### config.mk
export PLATFORM = sky130hd
export DESIGN_NAME = four_voice_adsr_synth
export DESIGN_NICKNAME = d
export VERILOG_FILES = /design/src/rtl/fvas_pkg.sv /design/src/rtl/fvas_ram.sv /design/src/rtl/four_voice_adsr_synth.sv
export SDC_FILE = /design/constraint.sdc
export NUM_CORES = 2
export LEC_CHECK = 0
export BUFFER_PORTS_ARGS = -buffer_cell sky130_fd_sc_hd__buf_2
export CAP_MARGIN = 20
export CORE_UTILIZATION = 43
export CTS_BUF_LIST = sky130_fd_sc_hd__clkbuf_8 sky130_fd_sc_hd__clkbuf_16
export CTS_CLUSTER_DIAMETER = 100
export CTS_CLUSTER_SIZE = 10
export DETAILED_ROUTE_END_ITERATION = 10
export GPL_TIMING_DRIVEN = 0
export PLACE_DENSITY = 0.55
export RECOVER_POWER = 50
export SETUP_SLACK_MARGIN = 0.5
export SLEW_MARGIN = 10
export SYNTH_ARGS = -nofsm -noshare
export SYNTH_HDL_FRONTEND = slang
export SYNTH_HIERARCHICAL = 1
export SYNTH_SLANG_ARGS = --single-unit
### constraint.sdc
create_clock -name clk_i -period 15.4 [get_ports clk_i]
set_input_delay 1.54 -clock clk_i [delete_from_list [all_inputs] [get_ports clk_i]]
set_output_delay 1.54 -clock clk_i [all_outputs]
set_load 0.01 [all_outputs]
### src/rtl/fvas_pkg.sv
// Shared types, codes, tables and helpers of the four-voice envelope synth.
package fvas_pkg;

  typedef enum logic [3:0] {
    ST_IDLE, ST_RD, ST_LD, ST_DISP, ST_DIV, ST_PH1, ST_PHASE, ST_ENV, ST_WAVE,
    ST_MUL1, ST_MUL2, ST_SDIV, ST_SCALE, ST_WB, ST_NEXT, ST_OUT
  } state_e;

  // envelope stage codes
  localparam logic [2:0] ENV_IDLE    = 3'd0;
  localparam logic [2:0] ENV_ATTACK  = 3'd1;
  localparam logic [2:0] ENV_DECAY   = 3'd2;
  localparam logic [2:0] ENV_SUSTAIN = 3'd3;
  localparam logic [2:0] ENV_RELEASE = 3'd4;

  // register offsets within a voice block
  localparam logic [2:0] OFS_FREQ_LO = 3'd0;
  localparam logic [2:0] OFS_FREQ_HI = 3'd1;
  localparam logic [2:0] OFS_UNUSED  = 3'd2;
  localparam logic [2:0] OFS_ATK_DEC = 3'd3;
  localparam logic [2:0] OFS_SUS_REL = 3'd4;
  localparam logic [2:0] OFS_PW      = 3'd5;
  localparam logic [2:0] OFS_VOLUME  = 3'd6;
  localparam logic [2:0] OFS_CONTROL = 3'd7;

  // waveform codes
  localparam logic [3:0] WAVE_PULSE = 4'd1;
  localparam logic [3:0] WAVE_TRI   = 4'd2;
  localparam logic [3:0] WAVE_SAW   = 4'd3;
  localparam logic [3:0] WAVE_NOISE = 4'd4;

  // envelope step divider (divisor from the rate tables)
  localparam int unsigned DIV_W     = 48;
  localparam int unsigned DEN_W     = 21;
  localparam int unsigned CNT_W     = 6;
  localparam logic [CNT_W-1:0] DIV_STEPS = CNT_W'(DIV_W);
  localparam logic [32:0]      GAIN_ONE  = 33'h1_0000_0000;

  // phase step: freq * 2^32 / 44100 = freq * 97391 + freq * 6049 / 11025
  localparam logic [16:0]  PHASE_WHOLE    = 17'd97391;
  localparam logic [12:0]  PHASE_FRAC_NUM = 13'd6049;
  // ceil(2^43 / 11025), exact for numerators below 2^29
  localparam logic [29:0]  PHASE_RECIP    = 30'd797831567;
  localparam int unsigned  PHASE_SHIFT    = 43;
  // ceil(2^19 / 15), exact for numerators below 2^15
  localparam logic [15:0]  SCALE_RECIP    = 16'd34953;
  localparam int unsigned  SCALE_SHIFT    = 19;

  typedef struct packed {
    logic [15:0] freq;
    logic [7:0]  atk_dec;
    logic [7:0]  sus_rel;
    logic [7:0]  pw;
    logic [7:0]  volume;
    logic [7:0]  control;
    logic [31:0] phase;
    logic [15:0] noise_reg;
    logic        gate_event;
    logic [2:0]  env_stage;
    logic [32:0] env_gain;
  } voice_t;

  function automatic logic [DEN_W-1:0] atk_len(input logic [3:0] n);
    logic [DEN_W-1:0] r;
    unique case (n)
      4'd0:  r = 21'd88;
      4'd1:  r = 21'd352;
      4'd2:  r = 21'd705;
      4'd3:  r = 21'd1058;
      4'd4:  r = 21'd1675;
      4'd5:  r = 21'd2469;
      4'd6:  r = 21'd2998;
      4'd7:  r = 21'd3528;
      4'd8:  r = 21'd4410;
      4'd9:  r = 21'd11025;
      4'd10: r = 21'd22050;
      4'd11: r = 21'd35280;
      4'd12: r = 21'd44100;
      4'd13: r = 21'd132300;
      4'd14: r = 21'd220500;
      default: r = 21'd352800;
    endcase
    return r;
  endfunction

  function automatic logic [DEN_W-1:0] dr_len(input logic [3:0] n);
    logic [DEN_W-1:0] r;
    unique case (n)
      4'd0:  r = 21'd264;
      4'd1:  r = 21'd1058;
      4'd2:  r = 21'd2116;
      4'd3:  r = 21'd3175;
      4'd4:  r = 21'd5027;
      4'd5:  r = 21'd7408;
      4'd6:  r = 21'd8996;
      4'd7:  r = 21'd10584;
      4'd8:  r = 21'd13230;
      4'd9:  r = 21'd33075;
      4'd10: r = 21'd66150;
      4'd11: r = 21'd105840;
      4'd12: r = 21'd132300;
      4'd13: r = 21'd396900;
      4'd14: r = 21'd661500;
      default: r = 21'd1058400;
    endcase
    return r;
  endfunction

  // floor(s * 2^32 / 15): 2^32 - 1 is 15 * 0x11111111
  function automatic logic [32:0] sus_level(input logic [3:0] s);
    return 33'(s) * 33'h1111_1111 + 33'(s == 4'hF);
  endfunction

  function automatic voice_t voice_init(input logic [1:0] sel);
    voice_t r;
    r = '0;
    unique case (sel)
      2'd0: r.noise_reg = 16'hACE1;
      2'd1: r.noise_reg = 16'hDEAD;
      2'd2: r.noise_reg = 16'hBEEF;
      default: r.noise_reg = 16'h1337;
    endcase
    return r;
  endfunction

endpackage

### src/rtl/fvas_ram.sv
// Generic single-write, single-read RAM with registered read data.
module fvas_ram #(
  parameter int unsigned WIDTH = 8,
  parameter int unsigned DEPTH = 4
) (
  input  logic                                   clk_i,
  input  logic                                   we_i,
  input  logic [(DEPTH > 1 ? $clog2(DEPTH) : 1)-1:0] waddr_i,
  input  logic [WIDTH-1:0]                       wdata_i,
  input  logic                                   re_i,
  input  logic [(DEPTH > 1 ? $clog2(DEPTH) : 1)-1:0] raddr_i,
  output logic [WIDTH-1:0]                       rdata_o
);

  logic [WIDTH-1:0] mem_q [DEPTH];

  always_ff @(posedge clk_i) begin
    if (we_i) begin
      mem_q[waddr_i] <= wdata_i;
    end
    if (re_i) begin
      rdata_o <= mem_q[raddr_i];
    end
  end

endmodule

### src/rtl/four_voice_adsr_synth.sv
// Top level of the four-voice envelope synth: sequencer, divider and voice RAM.
//
// Input channel (in_valid_i/in_ready_o) carries one request at a time:
//   req_type_i = 0: byte write into the register block of voice voice_index_i
//     at reg_offset_i (0/1 freq, 3 atk/dec, 4 sus/rel, 5 pulse width,
//     6 volume, 7 control). Offset 2 and voices past VOICE_COUNT are dropped.
//   req_type_i = 1: sample tick; advances each voice of nonzero volume one
//     sample and returns the 16-bit wrapped mix on out_valid_o/out_ready_i.
// Voice state lives in one RAM (one word per voice, registered read). A write
// request read-modify-writes its voice word; a tick walks all voices the same
// way; only one request is in flight. A tick skips the update and write-back
// of a muted voice. A voice whose envelope is in attack, decay or release
// also waits on the shared 48-step restoring divider that forms the envelope
// step; phase step and volume scale use reciprocal multiplies.
// Reset: the valid bit of every RAM word clears; an unwritten word reads as
// the voice's power-on value (all zero, noise seed per voice). No sweep.
// Stall: the mix sits in an output register; a new request is accepted while
// it waits, and a following tick holds its result until the register frees.
module four_voice_adsr_synth #(
  parameter int unsigned VOICE_COUNT = 4
) (
  input  logic        clk_i,
  input  logic        rst_ni,
  input  logic        in_valid_i,
  output logic        in_ready_o,
  input  logic        req_type_i,
  input  logic [1:0]  voice_index_i,
  input  logic [2:0]  reg_offset_i,
  input  logic [7:0]  reg_data_i,
  output logic        out_valid_o,
  input  logic        out_ready_i,
  output logic [15:0] mixed_sample_o
);
  import fvas_pkg::*;

  localparam int unsigned VW = (VOICE_COUNT > 1) ? $clog2(VOICE_COUNT) : 1;

  // sequencer state
  state_e state_q, state_d;
  state_e ret_q, ret_d;            // where to resume after a division
  logic [VW-1:0] v_q, v_d;         // voice being processed

  // latched request
  logic       typ_q;
  logic [2:0] ofs_q;
  logic [7:0] dat_q;

  // working copy of one voice word
  voice_t w_q, w_d;
  logic [15:0] acc_q, acc_d;       // running mix
  logic        raw_neg_q, raw_neg_d;
  logic [7:0]  raw_mag_q, raw_mag_d;
  logic [15:0] mag_q, mag_d;
  logic [47:0] prod_q, prod_d;
  logic [31:0] ph_step_q, ph_step_d;  // phase increment being built
  logic [28:0] ph_num_q, ph_num_d;    // freq * 6049
  logic [15:0] sc_q, sc_d;            // scaled voice magnitude

  // output register
  logic        out_valid_q;
  logic [15:0] out_data_q;
  logic        out_load;

  // RAM and per-word valid bits
  logic [VOICE_COUNT-1:0]    vld_q;
  logic                      ram_re, ram_we;
  logic [$bits(voice_t)-1:0] ram_rdata;

  // shared restoring divider: quotient shifts into num_q
  logic [DIV_W-1:0] div_num_q, div_num_in;
  logic [DEN_W-1:0] div_den_q, div_den_in;
  logic [DEN_W-1:0] div_rem_q;
  logic [CNT_W-1:0] div_cnt_q;
  logic             div_start;
  logic [DEN_W:0]   div_sh;
  logic             div_ge;

  logic [3:0] v_ext;
  logic       accept;

  assign in_ready_o     = (state_q == ST_IDLE);
  assign accept         = in_valid_i && in_ready_o;
  assign out_valid_o    = out_valid_q;
  assign mixed_sample_o = out_data_q;
  assign v_ext          = 4'(v_q);

  fvas_ram #(
    .WIDTH ($bits(voice_t)),
    .DEPTH (VOICE_COUNT)
  ) u_voice_ram (
    .clk_i   (clk_i),
    .we_i    (ram_we),
    .waddr_i (v_q),
    .wdata_i (w_q),
    .re_i    (ram_re),
    .raddr_i (v_q),
    .rdata_o (ram_rdata)
  );

  // divider step
  assign div_sh = {div_rem_q, div_num_q[DIV_W-1]};
  assign div_ge = (div_sh >= {1'b0, div_den_q});

  always_ff @(posedge clk_i or negedge rst_ni) begin
    if (!rst_ni) begin
      div_cnt_q <= '0;
    end else if (div_start) begin
      div_cnt_q <= DIV_STEPS;
    end else if (div_cnt_q != '0) begin
      div_cnt_q <= div_cnt_q - 1'b1;
    end
  end

  always_ff @(posedge clk_i) begin
    if (div_start) begin
      div_num_q <= div_num_in;
      div_den_q <= div_den_in;
      div_rem_q <= '0;
    end else if (div_cnt_q != '0) begin
      div_num_q <= {div_num_q[DIV_W-2:0], div_ge};
      div_rem_q <= div_ge ? DEN_W'(div_sh - {1'b0, div_den_q}) : div_sh[DEN_W-1:0];
    end
  end

  // control registers
  always_ff @(posedge clk_i or negedge rst_ni) begin
    if (!rst_ni) begin
      state_q     <= ST_IDLE;
      ret_q       <= ST_IDLE;
      v_q         <= '0;
      vld_q       <= '0;
      out_valid_q <= 1'b0;
    end else begin
      state_q <= state_d;
      ret_q   <= ret_d;
      v_q     <= v_d;
      if (ram_we) begin
        vld_q[v_q] <= 1'b1;
      end
      if (out_load) begin
        out_valid_q <= 1'b1;
      end else if (out_ready_i) begin
        out_valid_q <= 1'b0;
      end
    end
  end

  // payload registers
  always_ff @(posedge clk_i) begin
    if (accept) begin
      typ_q <= req_type_i;
      ofs_q <= reg_offset_i;
      dat_q <= reg_data_i;
    end
    w_q       <= w_d;
    acc_q     <= acc_d;
    raw_neg_q <= raw_neg_d;
    raw_mag_q <= raw_mag_d;
    mag_q     <= mag_d;
    prod_q    <= prod_d;
    ph_step_q <= ph_step_d;
    ph_num_q  <= ph_num_d;
    sc_q      <= sc_d;
    if (out_load) begin
      out_data_q <= acc_q;
    end
  end

  // sequencer
  always_comb begin
    logic [32:0]      sus;
    logic [32:0]      inc;
    logic [33:0]      sum;
    logic [2:0]       stg;
    logic [7:0]       pos;
    logic signed [9:0] val;
    logic [15:0]      nz;
    logic             fb;
    logic [58:0]      ph_prod;
    logic [31:0]      sc_prod;

    state_d    = state_q;
    ret_d      = ret_q;
    v_d        = v_q;
    w_d        = w_q;
    acc_d      = acc_q;
    raw_neg_d  = raw_neg_q;
    raw_mag_d  = raw_mag_q;
    mag_d      = mag_q;
    prod_d     = prod_q;
    ph_step_d  = ph_step_q;
    ph_num_d   = ph_num_q;
    sc_d       = sc_q;
    ram_re     = 1'b0;
    ram_we     = 1'b0;
    out_load   = 1'b0;
    div_start  = 1'b0;
    div_num_in = '0;
    div_den_in = '0;

    sus     = sus_level(w_q.sus_rel[7:4]);
    inc     = div_num_q[32:0];
    sum     = '0;
    stg     = w_q.env_stage;
    pos     = w_q.phase[31:24];
    val     = '0;
    nz      = w_q.noise_reg;
    fb      = 1'b0;
    ph_prod = '0;
    sc_prod = '0;

    unique case (state_q)
      ST_IDLE: begin
        if (in_valid_i) begin
          if (req_type_i) begin
            v_d     = '0;
            acc_d   = '0;
            state_d = ST_RD;
          end else if (32'(voice_index_i) < VOICE_COUNT) begin
            v_d     = VW'(voice_index_i);
            state_d = ST_RD;
          end
        end
      end
      ST_RD: begin
        ram_re  = 1'b1;
        state_d = ST_LD;
      end
      ST_LD: begin
        w_d     = vld_q[v_q] ? voice_t'(ram_rdata) : voice_init(v_ext[1:0]);
        state_d = ST_DISP;
      end
      ST_DISP: begin
        if (!typ_q) begin
          unique case (ofs_q)
            OFS_FREQ_LO: w_d.freq[7:0]   = dat_q;
            OFS_FREQ_HI: w_d.freq[15:8]  = dat_q;
            OFS_UNUSED:  w_d             = w_q;
            OFS_ATK_DEC: w_d.atk_dec     = dat_q;
            OFS_SUS_REL: w_d.sus_rel     = dat_q;
            OFS_PW:      w_d.pw          = dat_q;
            OFS_VOLUME:  w_d.volume      = dat_q;
            OFS_CONTROL: begin
              if (w_q.control[7] != dat_q[7]) begin
                w_d.gate_event = 1'b1;
              end
              w_d.control = dat_q;
            end
            default: w_d = w_q;
          endcase
          state_d = ST_WB;
        end else if (w_q.volume == 8'd0) begin
          state_d = ST_NEXT;  // muted voice stays frozen
        end else begin
          // whole part of the phase step, wraps at 32 bits
          ph_step_d = 32'(33'(w_q.freq) * 33'(PHASE_WHOLE));
          ph_num_d  = 29'(w_q.freq) * 29'(PHASE_FRAC_NUM);
          state_d   = ST_PH1;
        end
      end
      ST_DIV: begin
        if (div_cnt_q == '0) begin
          state_d = ret_q;
        end
      end
      ST_PH1: begin
        // fractional part: floor(freq * 6049 / 11025) by reciprocal
        ph_prod   = 59'(ph_num_q) * 59'(PHASE_RECIP);
        ph_step_d = ph_step_q + 32'(ph_prod[58:PHASE_SHIFT]);
        state_d   = ST_PHASE;
      end
      ST_PHASE: begin
        w_d.phase = w_q.phase + ph_step_q;
        if (w_q.gate_event) begin
          if (w_q.control[7]) begin
            w_d.env_gain = '0;
            stg          = ENV_ATTACK;
          end else begin
            stg = ENV_RELEASE;
          end
          w_d.gate_event = 1'b0;
        end
        w_d.env_stage = stg;
        ret_d         = ST_ENV;
        if (stg == ENV_ATTACK) begin
          div_start  = 1'b1;
          div_num_in = DIV_W'(GAIN_ONE);
          div_den_in = atk_len(w_q.atk_dec[7:4]);
          state_d    = ST_DIV;
        end else if (stg == ENV_DECAY) begin
          div_start  = 1'b1;
          div_num_in = DIV_W'(GAIN_ONE - sus);
          div_den_in = dr_len(w_q.atk_dec[3:0]);
          state_d    = ST_DIV;
        end else if (stg == ENV_RELEASE) begin
          div_start  = 1'b1;
          div_num_in = DIV_W'(sus);
          div_den_in = dr_len(w_q.sus_rel[3:0]);
          state_d    = ST_DIV;
        end else begin
          state_d = ST_WAVE;
        end
      end
      ST_ENV: begin
        if (w_q.env_stage == ENV_ATTACK) begin
          sum = {1'b0, w_q.env_gain} + {1'b0, inc};
          if (sum >= {1'b0, GAIN_ONE}) begin
            w_d.env_gain  = GAIN_ONE;
            w_d.env_stage = ENV_DECAY;
          end else begin
            w_d.env_gain = sum[32:0];
          end
        end else if (w_q.env_stage == ENV_DECAY) begin
          sum = {1'b0, sus} + {1'b0, inc};
          if ({1'b0, w_q.env_gain} <= sum) begin
            w_d.env_gain  = sus;
            w_d.env_stage = ENV_SUSTAIN;
          end else begin
            w_d.env_gain = w_q.env_gain - inc;
          end
        end else begin
          if (w_q.env_gain <= inc) begin
            w_d.env_gain  = '0;
            w_d.env_stage = ENV_IDLE;
          end else begin
            w_d.env_gain = w_q.env_gain - inc;
          end
        end
        state_d = ST_WAVE;
      end
      ST_WAVE: begin
        unique case (w_q.control[3:0])
          WAVE_PULSE: val = (pos < w_q.pw) ? 10'sd127 : -10'sd127;
          WAVE_TRI: begin
            if (!pos[7]) val = $signed({1'b0, pos, 1'b0}) - 10'sd127;
            else         val = 10'sd383 - $signed({1'b0, pos, 1'b0});
          end
          WAVE_SAW: begin
            nz[7:0] = 8'({pos, 1'b0} + 9'd129);
            val     = 10'($signed(nz[7:0]));
            nz      = w_q.noise_reg;
          end
          WAVE_NOISE: begin
            fb  = nz[0] ^ nz[2] ^ nz[3] ^ nz[5];
            nz  = {fb, nz[15:1]};
            val = nz[0] ? 10'sd127 : -10'sd127;
            w_d.noise_reg = nz;
          end
          default: val = '0;
        endcase
        raw_neg_d = val[9];
        raw_mag_d = val[9] ? 8'(-val) : val[7:0];
        state_d   = ST_MUL1;
      end
      ST_MUL1: begin
        mag_d   = 16'(raw_mag_q) * 16'(w_q.volume);
        state_d = ST_MUL2;
      end
      ST_MUL2: begin
        prod_d  = 48'(mag_q) * 48'(w_q.env_gain);
        state_d = ST_SDIV;
      end
      ST_SDIV: begin
        // floor(prod / 2^32) stays below 2^15, so the reciprocal is exact
        sc_prod = 32'(prod_q[47:32]) * 32'(SCALE_RECIP);
        sc_d    = 16'(sc_prod[31:SCALE_SHIFT]);
        state_d = ST_SCALE;
      end
      ST_SCALE: begin
        acc_d   = acc_q + (raw_neg_q ? 16'(16'd0 - sc_q) : sc_q);
        state_d = ST_WB;
      end
      ST_WB: begin
        ram_we  = 1'b1;
        state_d = typ_q ? ST_NEXT : ST_IDLE;
      end
      ST_NEXT: begin
        if (32'(v_q) == VOICE_COUNT - 1) begin
          state_d = ST_OUT;
        end else begin
          v_d     = v_q + 1'b1;
          state_d = ST_RD;
        end
      end
      ST_OUT: begin
        if (!out_valid_q || out_ready_i) begin
          out_load = 1'b1;
          state_d  = ST_IDLE;
        end
      end
      default: state_d = ST_IDLE;
    endcase
  end

endmodule

==> metrics.cfg <==
[layout]
fin_area_um2 = 103700
area_delta_synth_final_pct = 8.865
seqCellArea_um2 = 33760
fill_cells = 20285
fin_nets = 10589
multiInputGateArea_um2 = 55100
fin_cells = 11546
drive_above_1_share = 0.05194

[route]
drc = 0
dr.pass1.iters = 5
via_count = 61879
postRouteWirelength_um = 254500
ant_nets = 0
post_drt_wl_per_cell_um = 22.04
vias_per_cell = 5.359
first_iter_violations = 4353

[clock_tree]
htreeDepth = 4
post_cts_buffers = 0
postCtsHoldBufs = 0
cts.path.max_buffers = 3
cts_root_buffer = clkbuf_16
cts_sinks = 1154
cts_resized = 0
cts_tree = yes
clkLatencyLatePin_ns = 0.80
clkSlewWorstSetupHoldPaths_ns = 0.06
cts_buffers = 134

[placed_design]
hpwl_um = 204000
placed_cell_area_um2 = 100100
io_buffer_count = 35
place_inst = 11354
place.gp.congestion = 0.9234

[global_routing]
antenna_found_initial = 6
grt_use_total = 0.2316
grt_pass1_vias = 64951
overflow = 0
grt_pass1_wl_um = 393300
grt_start_max_net_pins = 46

[timing]
fmax_mhz = 88.65
post-route-min-period_ns = 11.28
finClkSkew_ns = 0.05964
hold_viol = 0
tns_ns = 0
setup_viol = 0
slew_viol_final = 149
worst_pin_slew_ns = 2.253
finalCritPeriodShare = 0.7325
maxSlewHeadroom = -0.5020
worst_hold_slack_ns = 0.4483
rsz0062_at_grt = no

[synth]
yosys_warnings = 6
syn_nets = 10348
synthesis.area_um2 = 95270
postSynthCellCount = 8294
synth_area_per_cell_um2 = 11.49

[flow_run]
cap_violations = 6

[floorplanning]
die_w_um = 472.7
core-area_um2 = 219900
dieArea_um2 = 223400
initial_utilization = 0.4331
io_pins = 36
rows = 172
die_h_um = 472.7

[setup_path]
crit_path_start = ph_num_q[14]$_DFFE_PP_
critPathMaxStageDelay_ns = 0.68
r2r-start = ph_num_q[14]$_DFFE_PP_
arrival_ns = 11.77
reg2reg_depth = 33
critPathRequiredTime_ns = 15.89
path_max_fanout = 5
end_kind = register
cp-start-kind = register
slowest_stage = edfxtp_1
critPathKind = reg -> reg

[hold_path]
hold_start = acc_q[13]$_SDFFCE_PN0P_
worstHoldPathCells = 0
hold_class = reg -> reg

[status]
violations = capacitance limit, slew limit
status = finished, violations left

==> per-stage QoR <==
stage / utilization / worst slack [ns]
detailed placement: 0.4553 / 4.032
floorplan: - / 3.554
finish: 0.4715 / 4.120
global placement: 0.4508 / -6.779
global route: 0.4715 / 3.448
CTS: 0.4732 / 3.981
==> path summary, 6_finish.rpt <==
| check | endpoint | slack [ns] |
|---|---|---|
| max in group asynchronous | div_cnt_q[2]$_DFFE_PN0P_ | 13.14 |
| max | ph_step_q[30]$_DFFE_PP_ | 4.12 |
| max reg2reg | ph_step_q[30]$_DFFE_PP_ | 4.12 |
| min in group asynchronous | out_valid_o$_DFFE_PN0P_ | 1.22 |
| min reg2reg | mixed_sample_o[13]$_DFFE_PP_ | 0.45 |
| min | mixed_sample_o[13]$_DFFE_PP_ | 0.45 |
==> final cells by class <==
class                           instances  area share
Multi-Input combinational cell       5463      0.5312
Clock buffer                          135     0.03246
Tap cell                             2958     0.03569
Inverter                             1425     0.05157
Sequential cell                      1154      0.3255
Antenna cell                            1  0.00002413
Buffer                                252    0.009663
Timing Repair Buffer                  105    0.008216
Clock inverter                         53    0.005586
==> critical path: cells and delay by family (launching register included) <==
| family | cells | cell delay [ns] |
|---|---|---|
| adders and majority gates | 10 | 4.68 |
| AOI/OAI and AO/OA | 10 | 2.87 |
| and+or+nand+nor | 7 | 1.75 |
| DFF | 1 | 0.68 |
| buffers and inverters | 4 | 0.59 |
| xor gates and xnor gates | 2 | 0.42 |
==> routing by layer <==
metal / vias to the layer above / track usage / wire, µm / part of all wire
met1: 31480 / 0.3184 / 112600 / 0.44
met3: 346 / 0.02907 / 12210 / 0.048
met2: 1514 / 0.3887 / 122900 / 0.48
li1: 28537 / - / - / -
met5: - / 0 / 11 / 0.000043
met4: 2 / 0.05557 / 6715 / 0.026
==> cells in the final DEF, fill, tap and decap left out, types with 24 or more instances in the layout <==
master	n
o21a_1	37
mux4_2	139
o31ai_1	30
dfxtp_1	80
nor3_1	79
o21ai_0	278
xor2_1	91
ha_1	1040
edfxtp_1	1056
and2_1	217
a22oi_1	24
and3_1	34
a211oi_1	38
nor2b_1	61
a21o_1	207
nand4_1	34
xnor2_1	218
fa_1	996
clkbuf_1	253
inv_1	1453
nand2b_1	38
nor2_1	323
a21oi_1	369
o22ai_1	42
clkbuf_16	134
a31oi_1	35
nand2_1	676
o21bai_1	40
mux2i_1	26
buf_2	53
nand3_1	89
==> flip-flops by register name, summed over array words and instances, names as in the netlist, 13 cells and up, named ones only <==
name and count:
acc_q 16, u_voice_ram/mem_q 552, mag_q 16, w_q 138, ph_step_q 32, div_num_q 48, u_voice_ram/rdata_o 138, mixed_sample_o 16
prod_q 16, div_den_q 21, sc_q 13, div_rem_q 21, ph_num_q 29
Power is not shown: default switching activity piles up to over one toggle a cycle in this logic, so the estimate is an artifact.
